## src/rtl/priority_landing_takeoff_scheduler_defines.svh

```systemverilog
// ----------------------------------------------------------------------------
// Scheduler assertion macros
// Concurrent assertion helpers, compiled out when SYNTH is defined.
// ----------------------------------------------------------------------------
`ifndef PRIORITY_LANDING_TAKEOFF_SCHEDULER_DEFINES_SVH
`define PRIORITY_LANDING_TAKEOFF_SCHEDULER_DEFINES_SVH

`ifndef SYNTH
// property must always hold outside reset
`define PLTS_ASSERT(lbl, clk, rst_n, prop) \
  lbl: assert property (@(posedge clk) disable iff (!rst_n) (prop)) \
    else $error("plts assertion failed");
// antecedent implies consequent on the next edge
`define PLTS_ASSERT_NEXT(lbl, clk, rst_n, ante, cons) \
  lbl: assert property (@(posedge clk) disable iff (!rst_n) (ante) |=> (cons)) \
    else $error("plts assertion failed");
`else
`define PLTS_ASSERT(lbl, clk, rst_n, prop)
`define PLTS_ASSERT_NEXT(lbl, clk, rst_n, ante, cons)
`endif

`endif

```

## src/rtl/plts_pkg.sv

```systemverilog
// ----------------------------------------------------------------------------
// Scheduler package
// Widths, depths, codes and entry types shared by the scheduler files.
// ----------------------------------------------------------------------------
package plts_pkg;

  localparam int URG_DEPTH = 16;
  localparam int NRM_DEPTH = 16;

  localparam int URG_IDX_W = $clog2(URG_DEPTH);
  localparam int URG_CNT_W = $clog2(URG_DEPTH + 1);
  localparam int NRM_IDX_W = $clog2(NRM_DEPTH);
  localparam int NRM_CNT_W = $clog2(NRM_DEPTH + 1);

  localparam int OP_W     = 2;
  localparam int TAG_W    = 40;
  localparam int SEV_W    = 8;
  localparam int STAMP_W  = 32;
  localparam int STATUS_W = 3;

  typedef logic [URG_IDX_W-1:0] uidx_t;
  typedef logic [URG_CNT_W-1:0] ucnt_t;
  typedef logic [NRM_IDX_W-1:0] nidx_t;
  typedef logic [NRM_CNT_W-1:0] ncnt_t;

  typedef enum logic [OP_W-1:0] {
    OP_NORMAL = 2'd0,
    OP_URGENT = 2'd1,
    OP_SERVE  = 2'd2
  } op_e;

  typedef enum logic [STATUS_W-1:0] {
    STS_URGENT  = 3'd0,
    STS_NORMAL  = 3'd1,
    STS_NONE    = 3'd2,
    STS_STORED  = 3'd3,
    STS_DROPPED = 3'd4
  } status_e;

  typedef struct packed {
    logic [TAG_W-1:0]   tag;
    logic [SEV_W-1:0]   sev;
    logic [STAMP_W-1:0] stamp;
  } urg_entry_t;

  typedef struct packed {
    logic [TAG_W-1:0]   tag;
    logic [STAMP_W-1:0] stamp;
  } nrm_entry_t;

endpackage

```

## src/rtl/plts_if.sv

```systemverilog
// ----------------------------------------------------------------------------
// Scheduler channels
// Valid/ready request and response interfaces.
// ----------------------------------------------------------------------------
interface plts_req_if;
  logic                          valid;
  logic                          ready;
  logic [plts_pkg::OP_W-1:0]     opcode;
  logic [plts_pkg::TAG_W-1:0]    flight_tag;
  logic [plts_pkg::SEV_W-1:0]    severity;

  modport source (output valid, output opcode, output flight_tag, output severity,
                  input ready);
  modport sink   (input valid, input opcode, input flight_tag, input severity,
                  output ready);
endinterface

interface plts_rsp_if;
  logic                          valid;
  logic                          ready;
  logic [plts_pkg::STATUS_W-1:0] status;
  logic [plts_pkg::TAG_W-1:0]    served_tag;
  logic [plts_pkg::SEV_W-1:0]    served_severity;
  logic [plts_pkg::STAMP_W-1:0]  served_stamp;

  modport source (output valid, output status, output served_tag,
                  output served_severity, output served_stamp, input ready);
  modport sink   (input valid, input status, input served_tag,
                  input served_severity, input served_stamp, output ready);
endinterface

```

## src/rtl/plts_ram.sv

```systemverilog
// ----------------------------------------------------------------------------
// Generic RAM
// One write port, one read port, registered read data.
// ----------------------------------------------------------------------------
module plts_ram #(
  parameter int WIDTH = 8,
  parameter int DEPTH = 16
) (
  input  logic                     clk_i,
  input  logic                     we_i,
  input  logic [$clog2(DEPTH)-1:0] waddr_i,
  input  logic [WIDTH-1:0]         wdata_i,
  input  logic [$clog2(DEPTH)-1:0] raddr_i,
  output logic [WIDTH-1:0]         rdata_o
);

  logic [WIDTH-1:0] mem_q [DEPTH];

  always_ff @(posedge clk_i) begin
    if (we_i) begin
      mem_q[waddr_i] <= wdata_i;
    end
    rdata_o <= mem_q[raddr_i];
  end

endmodule

```

## src/rtl/priority_landing_takeoff_scheduler.sv

```systemverilog
// ----------------------------------------------------------------------------
// Priority landing/takeoff scheduler
// Urgent requests go to an arrival-ordered store, normal ones onto a stack;
// a serve request takes the worst urgent entry, else the newest normal one.
// ----------------------------------------------------------------------------
//  channel | dir | fields
//  --------+-----+---------------------------------------------------------
//  req_i   | in  | opcode, flight_tag, severity
//  rsp_o   | out | status, served_tag, served_severity, served_stamp
//
//  Stores and stack requests pass through ST_DONE; a normal serve through
//  ST_NPOP, then ST_DONE. An urgent serve scans all stored entries, then
//  closes up those above the best; one urgent RAM port pair does the scan,
//  then the close-up. req_i.ready is high only while the sequencer is idle.
//  A finished response waits in the output register, and the next request
//  is still taken. Reset clears counts and the stamp clock; no clearing pass.
`include "priority_landing_takeoff_scheduler_defines.svh"

module priority_landing_takeoff_scheduler (
  input  logic        clk_i,
  input  logic        rst_ni,
  plts_req_if.sink    req_i,
  plts_rsp_if.source  rsp_o
);

  typedef enum logic [4:0] {
    ST_IDLE  = 5'b00001,
    ST_SCAN  = 5'b00010,
    ST_SHIFT = 5'b00100,
    ST_NPOP  = 5'b01000,
    ST_DONE  = 5'b10000
  } state_e;

  state_e                        state_q, state_d;
  plts_pkg::ucnt_t               ucnt_q, ucnt_d;
  plts_pkg::ncnt_t               ncnt_q, ncnt_d;
  logic [plts_pkg::STAMP_W-1:0]  rclk_q, rclk_d;
  plts_pkg::ucnt_t               rd_ptr_q, rd_ptr_d;
  plts_pkg::uidx_t               cmp_ptr_q, cmp_ptr_d;
  plts_pkg::uidx_t               best_ptr_q, best_ptr_d;
  logic                          wr_pend_q, wr_pend_d;
  logic                          rsp_valid_q, rsp_valid_d;

  plts_pkg::status_e             res_status_q, res_status_d;
  logic [plts_pkg::TAG_W-1:0]    res_tag_q, res_tag_d;
  logic [plts_pkg::SEV_W-1:0]    res_sev_q, res_sev_d;
  logic [plts_pkg::STAMP_W-1:0]  res_stamp_q, res_stamp_d;

  plts_pkg::status_e             out_status_q, out_status_d;
  logic [plts_pkg::TAG_W-1:0]    out_tag_q, out_tag_d;
  logic [plts_pkg::SEV_W-1:0]    out_sev_q, out_sev_d;
  logic [plts_pkg::STAMP_W-1:0]  out_stamp_q, out_stamp_d;

  logic                          u_we;
  plts_pkg::uidx_t               u_waddr, u_raddr;
  plts_pkg::urg_entry_t          u_wdata, u_rdata;
  logic                          n_we;
  plts_pkg::nidx_t               n_waddr, n_raddr;
  plts_pkg::nrm_entry_t          n_wdata, n_rdata;

  logic                          best_upd;
  plts_pkg::uidx_t               best_nxt;

  plts_ram #(
    .WIDTH ($bits(plts_pkg::urg_entry_t)),
    .DEPTH (plts_pkg::URG_DEPTH)
  ) u_urg_ram (
    .clk_i   (clk_i),
    .we_i    (u_we),
    .waddr_i (u_waddr),
    .wdata_i (u_wdata),
    .raddr_i (u_raddr),
    .rdata_o (u_rdata)
  );

  plts_ram #(
    .WIDTH ($bits(plts_pkg::nrm_entry_t)),
    .DEPTH (plts_pkg::NRM_DEPTH)
  ) u_nrm_ram (
    .clk_i   (clk_i),
    .we_i    (n_we),
    .waddr_i (n_waddr),
    .wdata_i (n_wdata),
    .raddr_i (n_raddr),
    .rdata_o (n_rdata)
  );

  assign req_i.ready = (state_q == ST_IDLE);

  assign rsp_o.valid           = rsp_valid_q;
  assign rsp_o.status          = out_status_q;
  assign rsp_o.served_tag      = out_tag_q;
  assign rsp_o.served_severity = out_sev_q;
  assign rsp_o.served_stamp    = out_stamp_q;

  // strictly greater keeps the lowest position on a tie
  assign best_upd = (cmp_ptr_q == '0) || (u_rdata.sev > res_sev_q);
  assign best_nxt = best_upd ? cmp_ptr_q : best_ptr_q;

  always_comb begin
    state_d      = state_q;
    ucnt_d       = ucnt_q;
    ncnt_d       = ncnt_q;
    rclk_d       = rclk_q;
    rd_ptr_d     = rd_ptr_q;
    cmp_ptr_d    = cmp_ptr_q;
    best_ptr_d   = best_ptr_q;
    wr_pend_d    = wr_pend_q;
    rsp_valid_d  = rsp_valid_q && !rsp_o.ready;
    res_status_d = res_status_q;
    res_tag_d    = res_tag_q;
    res_sev_d    = res_sev_q;
    res_stamp_d  = res_stamp_q;
    out_status_d = out_status_q;
    out_tag_d    = out_tag_q;
    out_sev_d    = out_sev_q;
    out_stamp_d  = out_stamp_q;

    u_we          = 1'b0;
    u_waddr       = ucnt_q[plts_pkg::URG_IDX_W-1:0];
    u_wdata.tag   = req_i.flight_tag;
    u_wdata.sev   = req_i.severity;
    u_wdata.stamp = rclk_q;
    u_raddr       = '0;
    n_we          = 1'b0;
    n_waddr       = ncnt_q[plts_pkg::NRM_IDX_W-1:0];
    n_wdata.tag   = req_i.flight_tag;
    n_wdata.stamp = rclk_q;
    n_raddr       = plts_pkg::nidx_t'(ncnt_q - 1'b1);

    case (state_q)
      ST_IDLE: begin
        if (req_i.valid) begin
          res_tag_d   = '0;
          res_sev_d   = '0;
          res_stamp_d = '0;
          state_d     = ST_DONE;
          case (req_i.opcode)
            plts_pkg::OP_NORMAL: begin
              rclk_d = rclk_q + 1'b1;
              if (ncnt_q >= plts_pkg::ncnt_t'(plts_pkg::NRM_DEPTH)) begin
                res_status_d = plts_pkg::STS_DROPPED;
              end else begin
                n_we         = 1'b1;
                ncnt_d       = ncnt_q + 1'b1;
                res_status_d = plts_pkg::STS_STORED;
              end
            end
            plts_pkg::OP_URGENT: begin
              rclk_d = rclk_q + 1'b1;
              if (ucnt_q >= plts_pkg::ucnt_t'(plts_pkg::URG_DEPTH)) begin
                res_status_d = plts_pkg::STS_DROPPED;
              end else begin
                u_we         = 1'b1;
                ucnt_d       = ucnt_q + 1'b1;
                res_status_d = plts_pkg::STS_STORED;
              end
            end
            plts_pkg::OP_SERVE: begin
              if (ucnt_q != '0) begin
                u_raddr      = '0;
                cmp_ptr_d    = '0;
                best_ptr_d   = '0;
                rd_ptr_d     = plts_pkg::ucnt_t'(1);
                res_status_d = plts_pkg::STS_URGENT;
                state_d      = ST_SCAN;
              end else if (ncnt_q != '0) begin
                ncnt_d       = ncnt_q - 1'b1;
                res_status_d = plts_pkg::STS_NORMAL;
                state_d      = ST_NPOP;
              end else begin
                res_status_d = plts_pkg::STS_NONE;
              end
            end
            default: begin
              res_status_d = plts_pkg::STS_NONE;
            end
          endcase
        end
      end
      ST_SCAN: begin
        if (best_upd) begin
          best_ptr_d  = cmp_ptr_q;
          res_tag_d   = u_rdata.tag;
          res_sev_d   = u_rdata.sev;
          res_stamp_d = u_rdata.stamp;
        end
        if (rd_ptr_q < ucnt_q) begin
          u_raddr   = rd_ptr_q[plts_pkg::URG_IDX_W-1:0];
          cmp_ptr_d = rd_ptr_q[plts_pkg::URG_IDX_W-1:0];
          rd_ptr_d  = rd_ptr_q + 1'b1;
        end else begin
          // last entry compared: close up from the one above the winner
          rd_ptr_d  = plts_pkg::ucnt_t'(best_nxt) + 1'b1;
          wr_pend_d = 1'b0;
          state_d   = ST_SHIFT;
        end
      end
      ST_SHIFT: begin
        if (wr_pend_q) begin
          u_we    = 1'b1;
          u_waddr = cmp_ptr_q;
          u_wdata = u_rdata;
        end
        if (rd_ptr_q < ucnt_q) begin
          u_raddr   = rd_ptr_q[plts_pkg::URG_IDX_W-1:0];
          cmp_ptr_d = plts_pkg::uidx_t'(rd_ptr_q - 1'b1);
          rd_ptr_d  = rd_ptr_q + 1'b1;
          wr_pend_d = 1'b1;
        end else begin
          wr_pend_d = 1'b0;
          if (!wr_pend_q) begin
            ucnt_d  = ucnt_q - 1'b1;
            state_d = ST_DONE;
          end
        end
      end
      ST_NPOP: begin
        res_tag_d   = n_rdata.tag;
        res_stamp_d = n_rdata.stamp;
        state_d     = ST_DONE;
      end
      ST_DONE: begin
        if (!rsp_valid_q || rsp_o.ready) begin
          rsp_valid_d  = 1'b1;
          out_status_d = res_status_q;
          out_tag_d    = res_tag_q;
          out_sev_d    = res_sev_q;
          out_stamp_d  = res_stamp_q;
          state_d      = ST_IDLE;
        end
      end
      default: begin
        state_d = ST_IDLE;
      end
    endcase
  end

  always_ff @(posedge clk_i or negedge rst_ni) begin
    if (!rst_ni) begin
      state_q     <= ST_IDLE;
      ucnt_q      <= '0;
      ncnt_q      <= '0;
      rclk_q      <= '0;
      rd_ptr_q    <= '0;
      wr_pend_q   <= 1'b0;
      rsp_valid_q <= 1'b0;
    end else begin
      state_q     <= state_d;
      ucnt_q      <= ucnt_d;
      ncnt_q      <= ncnt_d;
      rclk_q      <= rclk_d;
      rd_ptr_q    <= rd_ptr_d;
      wr_pend_q   <= wr_pend_d;
      rsp_valid_q <= rsp_valid_d;
    end
  end

  always_ff @(posedge clk_i) begin
    cmp_ptr_q    <= cmp_ptr_d;
    best_ptr_q   <= best_ptr_d;
    res_status_q <= res_status_d;
    res_tag_q    <= res_tag_d;
    res_sev_q    <= res_sev_d;
    res_stamp_q  <= res_stamp_d;
    out_status_q <= out_status_d;
    out_tag_q    <= out_tag_d;
    out_sev_q    <= out_sev_d;
    out_stamp_q  <= out_stamp_d;
  end

  `PLTS_ASSERT(a_cnt_bound, clk_i, rst_ni, (ucnt_q <= plts_pkg::ucnt_t'(plts_pkg::URG_DEPTH)) && (ncnt_q <= plts_pkg::ncnt_t'(plts_pkg::NRM_DEPTH)))
  `PLTS_ASSERT(a_scan_nonempty, clk_i, rst_ni, (state_q != ST_SCAN) || (ucnt_q != '0))
  `PLTS_ASSERT_NEXT(a_urg_served_pops, clk_i, rst_ni, (state_q == ST_SHIFT) && (state_d == ST_DONE), ($past(ucnt_q) == ucnt_q + 1'b1) && (res_status_q == plts_pkg::STS_URGENT))

endmodule
```

## src/flat_wrapper.sv

```systemverilog
// flat-port wrapper written by rule: the top's interface ports become plain ports
module priority_landing_takeoff_scheduler_flat 
  (clk_i, rst_ni, req_i_valid, req_i_opcode, req_i_flight_tag, req_i_severity, req_i_ready, rsp_o_valid, rsp_o_status, rsp_o_served_tag, rsp_o_served_severity, rsp_o_served_stamp, rsp_o_ready);
  plts_req_if req_i_i ();
  plts_rsp_if rsp_o_i ();
  input  logic clk_i;
  input  logic rst_ni;
  input wire logic [$bits(req_i_i.valid)-1:0] req_i_valid;
  input wire logic [$bits(req_i_i.opcode)-1:0] req_i_opcode;
  input wire logic [$bits(req_i_i.flight_tag)-1:0] req_i_flight_tag;
  input wire logic [$bits(req_i_i.severity)-1:0] req_i_severity;
  output wire logic [$bits(req_i_i.ready)-1:0] req_i_ready;
  output wire logic [$bits(rsp_o_i.valid)-1:0] rsp_o_valid;
  output wire logic [$bits(rsp_o_i.status)-1:0] rsp_o_status;
  output wire logic [$bits(rsp_o_i.served_tag)-1:0] rsp_o_served_tag;
  output wire logic [$bits(rsp_o_i.served_severity)-1:0] rsp_o_served_severity;
  output wire logic [$bits(rsp_o_i.served_stamp)-1:0] rsp_o_served_stamp;
  input wire logic [$bits(rsp_o_i.ready)-1:0] rsp_o_ready;
  assign req_i_i.valid = req_i_valid;
  assign req_i_i.opcode = req_i_opcode;
  assign req_i_i.flight_tag = req_i_flight_tag;
  assign req_i_i.severity = req_i_severity;
  assign req_i_ready = req_i_i.ready;
  assign rsp_o_valid = rsp_o_i.valid;
  assign rsp_o_status = rsp_o_i.status;
  assign rsp_o_served_tag = rsp_o_i.served_tag;
  assign rsp_o_served_severity = rsp_o_i.served_severity;
  assign rsp_o_served_stamp = rsp_o_i.served_stamp;
  assign rsp_o_i.ready = rsp_o_ready;
  priority_landing_takeoff_scheduler u_core (.clk_i(clk_i), .rst_ni(rst_ni), .req_i(req_i_i), .rsp_o(rsp_o_i));
endmodule
```

## config.mk

```make
export PLATFORM = sky130hd
export DESIGN_NAME = priority_landing_takeoff_scheduler_flat
export DESIGN_NICKNAME = d
export VERILOG_FILES = /design/src/rtl/plts_pkg.sv /design/src/rtl/plts_if.sv /design/src/rtl/plts_ram.sv /design/src/rtl/priority_landing_takeoff_scheduler.sv /design/src/flat_wrapper.sv
export VERILOG_INCLUDE_DIRS = /design/src /design/src/rtl
export SDC_FILE = /design/constraint.sdc
export NUM_CORES = 2
export LEC_CHECK = 0
export ABC_AREA = 1
export BUFFER_PORTS_ARGS = -buffer_cell sky130_fd_sc_hd__clkbuf_2
export CELL_PAD_IN_SITES_DETAIL_PLACEMENT = 1
export CELL_PAD_IN_SITES_GLOBAL_PLACEMENT = 1
export CORE_AREA = 2 2 439 441
export DETAILED_ROUTE_END_ITERATION = 7
export DIE_AREA = 0 0 441 443
export MAX_ROUTING_LAYER = met4
export PLACE_DENSITY = 0.81
export SETUP_SLACK_MARGIN = 0.05
export SKIP_LAST_GASP = 1
export SLEW_MARGIN = 5
export SYNTH_ARGS = -nofsm -noshare
export SYNTH_HDL_FRONTEND = slang
export SYNTH_SLANG_ARGS = --single-unit
```

## constraint.sdc

```tcl
create_clock -name clk_i -period 19.95 [get_ports clk_i]
set_input_delay 0.9975 -clock clk_i [delete_from_list [all_inputs] [get_ports clk_i]]
set_output_delay 0.9975 -clock clk_i [all_outputs]
set_load 0.05 [all_outputs]
```

==> flow_summary_export.csv <==
group,metric,value,unit
route,num_vias,69850,
route,wl_per_cell,33.55,um
clock_tree,insertion_delay,0.96,ns
critical_path,worstSetupPathType,"reg2reg",
pwr,power,16.27,mW
critical_path,cp_slowest_stage_delay,0.89,ns
timing,setup_violations,0,
logic_synthesis,yosysWarningCount,0,
route,first_pass_iters,7,
pwr,leakagePower,37.79,nW
pwr,vdd_drop_max,183.3,uV
critical_path,critPathRequiredTime,20.83,ns
logic_synthesis,synth_top_family_by_area,"compound AO/OA/AOI/OAI gates",
cells_and_area,final_common_cell,"edfxtp_1",
floorplanning,num_rows,161,
logic_synthesis,synth-seq-area-share,76.59,%
logic_synthesis,async_flop_share,1.920,%
pwr,p_per_area,135.2,nW/um^2
place,dp.cells,9605,
cells_and_area,drive_gt1_share,12.44,%
clock_tree,path_clk_slew,0.06,ns
critical_path,reg2reg_depth,16,
logic_synthesis,synth_edf_count,2606,
timing,max_slew_margin,4.238,%
critical_path,slowest_stage,"buf_4",
timing,finalCriticalPeriod,5.856,ns
critical_path,endpoint_kind,"register",
logic_synthesis,synth-main-ff-cell,"edfxtp_1",
timing,worst_slew_pin_slew,1.427,ns
timing,rsz0062_at_grt,"no",
cells_and_area,layout_common_cells,"edfxtp_1, nor2_1, o21ai_0, nand3_1, o221ai_1",
status,status,"finished, final reports clean",
logic_synthesis,synthMuxAreaShare,1.679,%
cells_and_area,fin_cells,10130,
critical_path,path_cells,"inv_1 -> ha_1 -> nand2_1 -> inv_1 -> o21ai_0 -> nand3_1 -> nor2_4 -> nand2_4 -> buf_4 -> buf_12 -> buf_4 -> or2_2 -> o211ai_1 -> nand3_1 -> nand3_1 -> nand2_1",
floorplanning,io_pins,139,
critical_path,r2r_end,"u_core.u_urg_ram.rdata_o[64]",
floorplanning,die_h,443,um
floorplanning,die-width,441,um
cells_and_area,area_growth,11.52,%
route,route.detailed.drc,0,
timing,tns,0,ns
clock_tree,post_cts_buffers,0,
critical_path,crit_family,"buffers and inverters",
logic_synthesis,synth_adder_area_share,0.2852,%
global_route,grt_max_degree,218,
route,ant_nets,0,
route,routed_via_density,6.894,
cells_and_area,fin_nets,7452,
clock_tree,cts_resized,0,
floorplanning,dieArea,195400,sq um
logic_synthesis,synth-xor-area-share,0.3652,%
critical_path,worst-path-buf-inv,5,
logic_synthesis,synth_compound_area_share,10.20,%
global_route,antenna_found_initial,26,
clock_tree,clk_path_buf_depth,4,
critical_path,ff2ff_setup_slack,14.09,ns
critical_path,cp_common_cell,"nand3_1",
timing,period_share,29.35,%
timing,max_clock_freq,170.8,MHz
timing,hold_viol_final,0,
clock_tree,cts_tree,"yes",
place,place_congestion,0.8919,
clock_tree,clock_sinks,2812,
logic_synthesis,avgSynthCellArea,14.84,sq um
critical_path,path_max_fanout,217,
job,drv_cap,0,
place,dp.final_hpwl,174400,um
logic_synthesis,netlist_area,107900,sq um
global_route,grt_use_total,35.43,%
logic_synthesis,yosys.area_share.simple,8.300,%
logic_synthesis,synth_cell_types,49,
floorplanning,core_area,191200,sq um
timing,finalMaxSlewViolations,0,
logic_synthesis,ys_ff_latch,2812,
route,drt-total-wl,339900,um
clock_tree,numCtsBuffers,293,
clock_tree,clock-root-buffer,"clkbuf_16",
global_route,first_global_vias,72990,
critical_path,arrival,6.74,ns
logic_synthesis,syn_inst,7273,
hold_path,hold_path.class,"in2async",
critical_path,startpoint_type,"register",
logic_synthesis,synth_nets,7351,
clock_tree,htreeDepth,5,
route,drt_iter0_drc,9730,
global_route,grt_overflow,0,
critical_path,reg2reg_from,"u_core.ucnt_q[4]",
floorplanning,start_util,56.45,%
clock_tree,cts_hold_buf,0,
timing,skew,0.04547,ns
global_route,grt_pass1_wl,492000,um
place,io_buffer_count,138,
[flip-flops by register name, summed over array words and instances, names as in the netlist, 4 cells and up]
| name | count |
|---|---|
| u_core.u_urg_ram.mem_q | 1280 |
| u_core.u_nrm_ram.mem_q | 1152 |
| u_core.u_urg_ram.rdata_o | 80 |
| u_core.u_nrm_ram.rdata_o | 72 |
| u_core.res_tag_q | 40 |
| u_core.rsp_o.served_tag | 40 |
| u_core.rclk_q | 32 |
| u_core.res_stamp_q | 32 |
| u_core.rsp_o.served_stamp | 32 |
| u_core.res_sev_q | 8 |
| u_core.rsp_o.served_severity | 8 |
| u_core.ncnt_q | 5 |
| u_core.rd_ptr_q | 5 |
| u_core.state_q | 5 |
| u_core.ucnt_q | 5 |
| u_core.best_ptr_q | 4 |
| u_core.cmp_ptr_q | 4 |
[layer usage]
metal | track usage (%) | share of wire, % | up-vias
li1 | - | - | 28360
met5 | - | 0 | -
met2 | 55.18 | 48 | 4633
met4 | 16.63 | 5.0 | 0
met3 | 6.302 | 10 | 968
met1 | 45.47 | 37 | 35890
[how the worst max path moves through the flow]
stage	startpoint	endpoint	slack (ns)	cells past startpoint
finish	u_core.ucnt_q[4]	u_core.u_urg_ram.rdata_o[64]	14.09	16
detailed placement	u_core.ucnt_q[4]	u_core.u_urg_ram.rdata_o[64]	14.40	16
CTS	u_core.ucnt_q[4]	u_core.u_urg_ram.rdata_o[64]	14.35	16
floorplan	req_i_opcode[0]	u_core.u_nrm_ram.mem_q[15][0]	13.06	4
global placement	u_core.ucnt_q[4]	u_core.u_urg_ram.rdata_o[30]	14.60	16
global route	u_core.ucnt_q[4]	u_core.u_urg_ram.rdata_o[64]	13.82	16
[power breakdown]
| group | switching (mW) | internal, mW | leakage (nW) |
|---|---|---|---|
| combinational | 2.97 | 0.969 | 9.26 |
| sequential | 0.303 | 6.83 | 24.2 |
| clock | 2.26 | 2.94 | 4.32 |
| total | 5.53 | 10.7 | 37.8 |
[cells by family (layout without fill, tap and decap cells)]
logic type	Yosys count	after routing
flip-flops	2812	2812
AND/OR/NAND/NOR	1921	1921
AO/OA/AOI/OAI	1602	1602
buffers and inverters	688	1001
multiplexers	181	181
XOR/XNOR	45	45
adder cells (fa/ha/maj)	24	24
other	0	19
[synthesized netlist by cell type, types with 2 or more instances]
master / count / share of area, %
a21oi_1: 17 / 0.079
a22oi_1: 3 / 0.021
a32o_1: 28 / 0.26
buf_1: 30 / 0.10
buf_2: 106 / 0.49
buf_4: 2 / 0.014
buf_6: 8 / 0.083
clkbuf_1: 376 / 1.3
clkinv_1: 2 / 0.0070
dfrtp_1: 53 / 1.2
dfxtp_1: 152 / 2.8
edfxtp_1: 2606 / 73
ha_1: 23 / 0.27
inv_1: 155 / 0.54
inv_2: 8 / 0.028
mux2i_1: 181 / 1.7
nand2_1: 266 / 0.93
nand3_1: 588 / 2.7
nand4_1: 14 / 0.081
nor2_1: 663 / 2.3
nor2_2: 4 / 0.023
nor3_1: 51 / 0.24
nor3_4: 4 / 0.060
nor4_1: 6 / 0.035
o211ai_1: 323 / 2.2
o21ai_0: 610 / 2.8
o21ai_1: 5 / 0.023
o21bai_1: 4 / 0.028
o221ai_1: 425 / 3.4
o22ai_1: 109 / 0.63
o32ai_1: 72 / 0.58
or2_0: 56 / 0.32
or2_1: 94 / 0.54
or2_2: 171 / 0.99
xnor2_1: 4 / 0.032
xor2_1: 41 / 0.33
[stage by stage]
stage / hold slack (ns) / utilization (%) / cell area, sq um / worst slack (ns)
CTS: 0.1766 / 62.92 / 120300 / 14.35
finish: 0.1922 / 62.95 / 120300 / 14.09
global route: 0.2437 / 62.94 / 120300 / 13.82
detailed placement: 0.4056 / 58.32 / 111500 / 14.40
global placement: 0.4034 / 58.32 / 111500 / 14.60
floorplan: 0.4003 / - / 107900 / 13.06
[worst register-to-register path: stages (launching register included)]
cell,delay [ns]
dfrtp_1,0.41
inv_1,0.12
ha_1,0.31
nand2_1,0.06
inv_1,0.06
o21ai_0,0.13
nand3_1,0.59
nor2_4,0.17
nand2_4,0.40
buf_4,0.92
buf_12,0.65
buf_4,1.19
or2_2,0.33
o211ai_1,0.09
nand3_1,0.17
nand3_1,0.10
nand2_1,0.12
[final cells by class]
| cell class | instances | area, sq um |
|---|---|---|
| fillers | 17120 | 70830 |
| flip-flops and latches | 2812 | 82650 |
| repair buffers | 328 | 2192 |
| multi-input cells | 3773 | 22820 |
| clock buffers | 391 | 7936 |
| inverters | 166 | 665.6 |
| well taps | 2526 | 3161 |
| diodes | 19 | 47.55 |
| clock inverters | 116 | 859.6 |
Power figures use the tool's default switching activity.
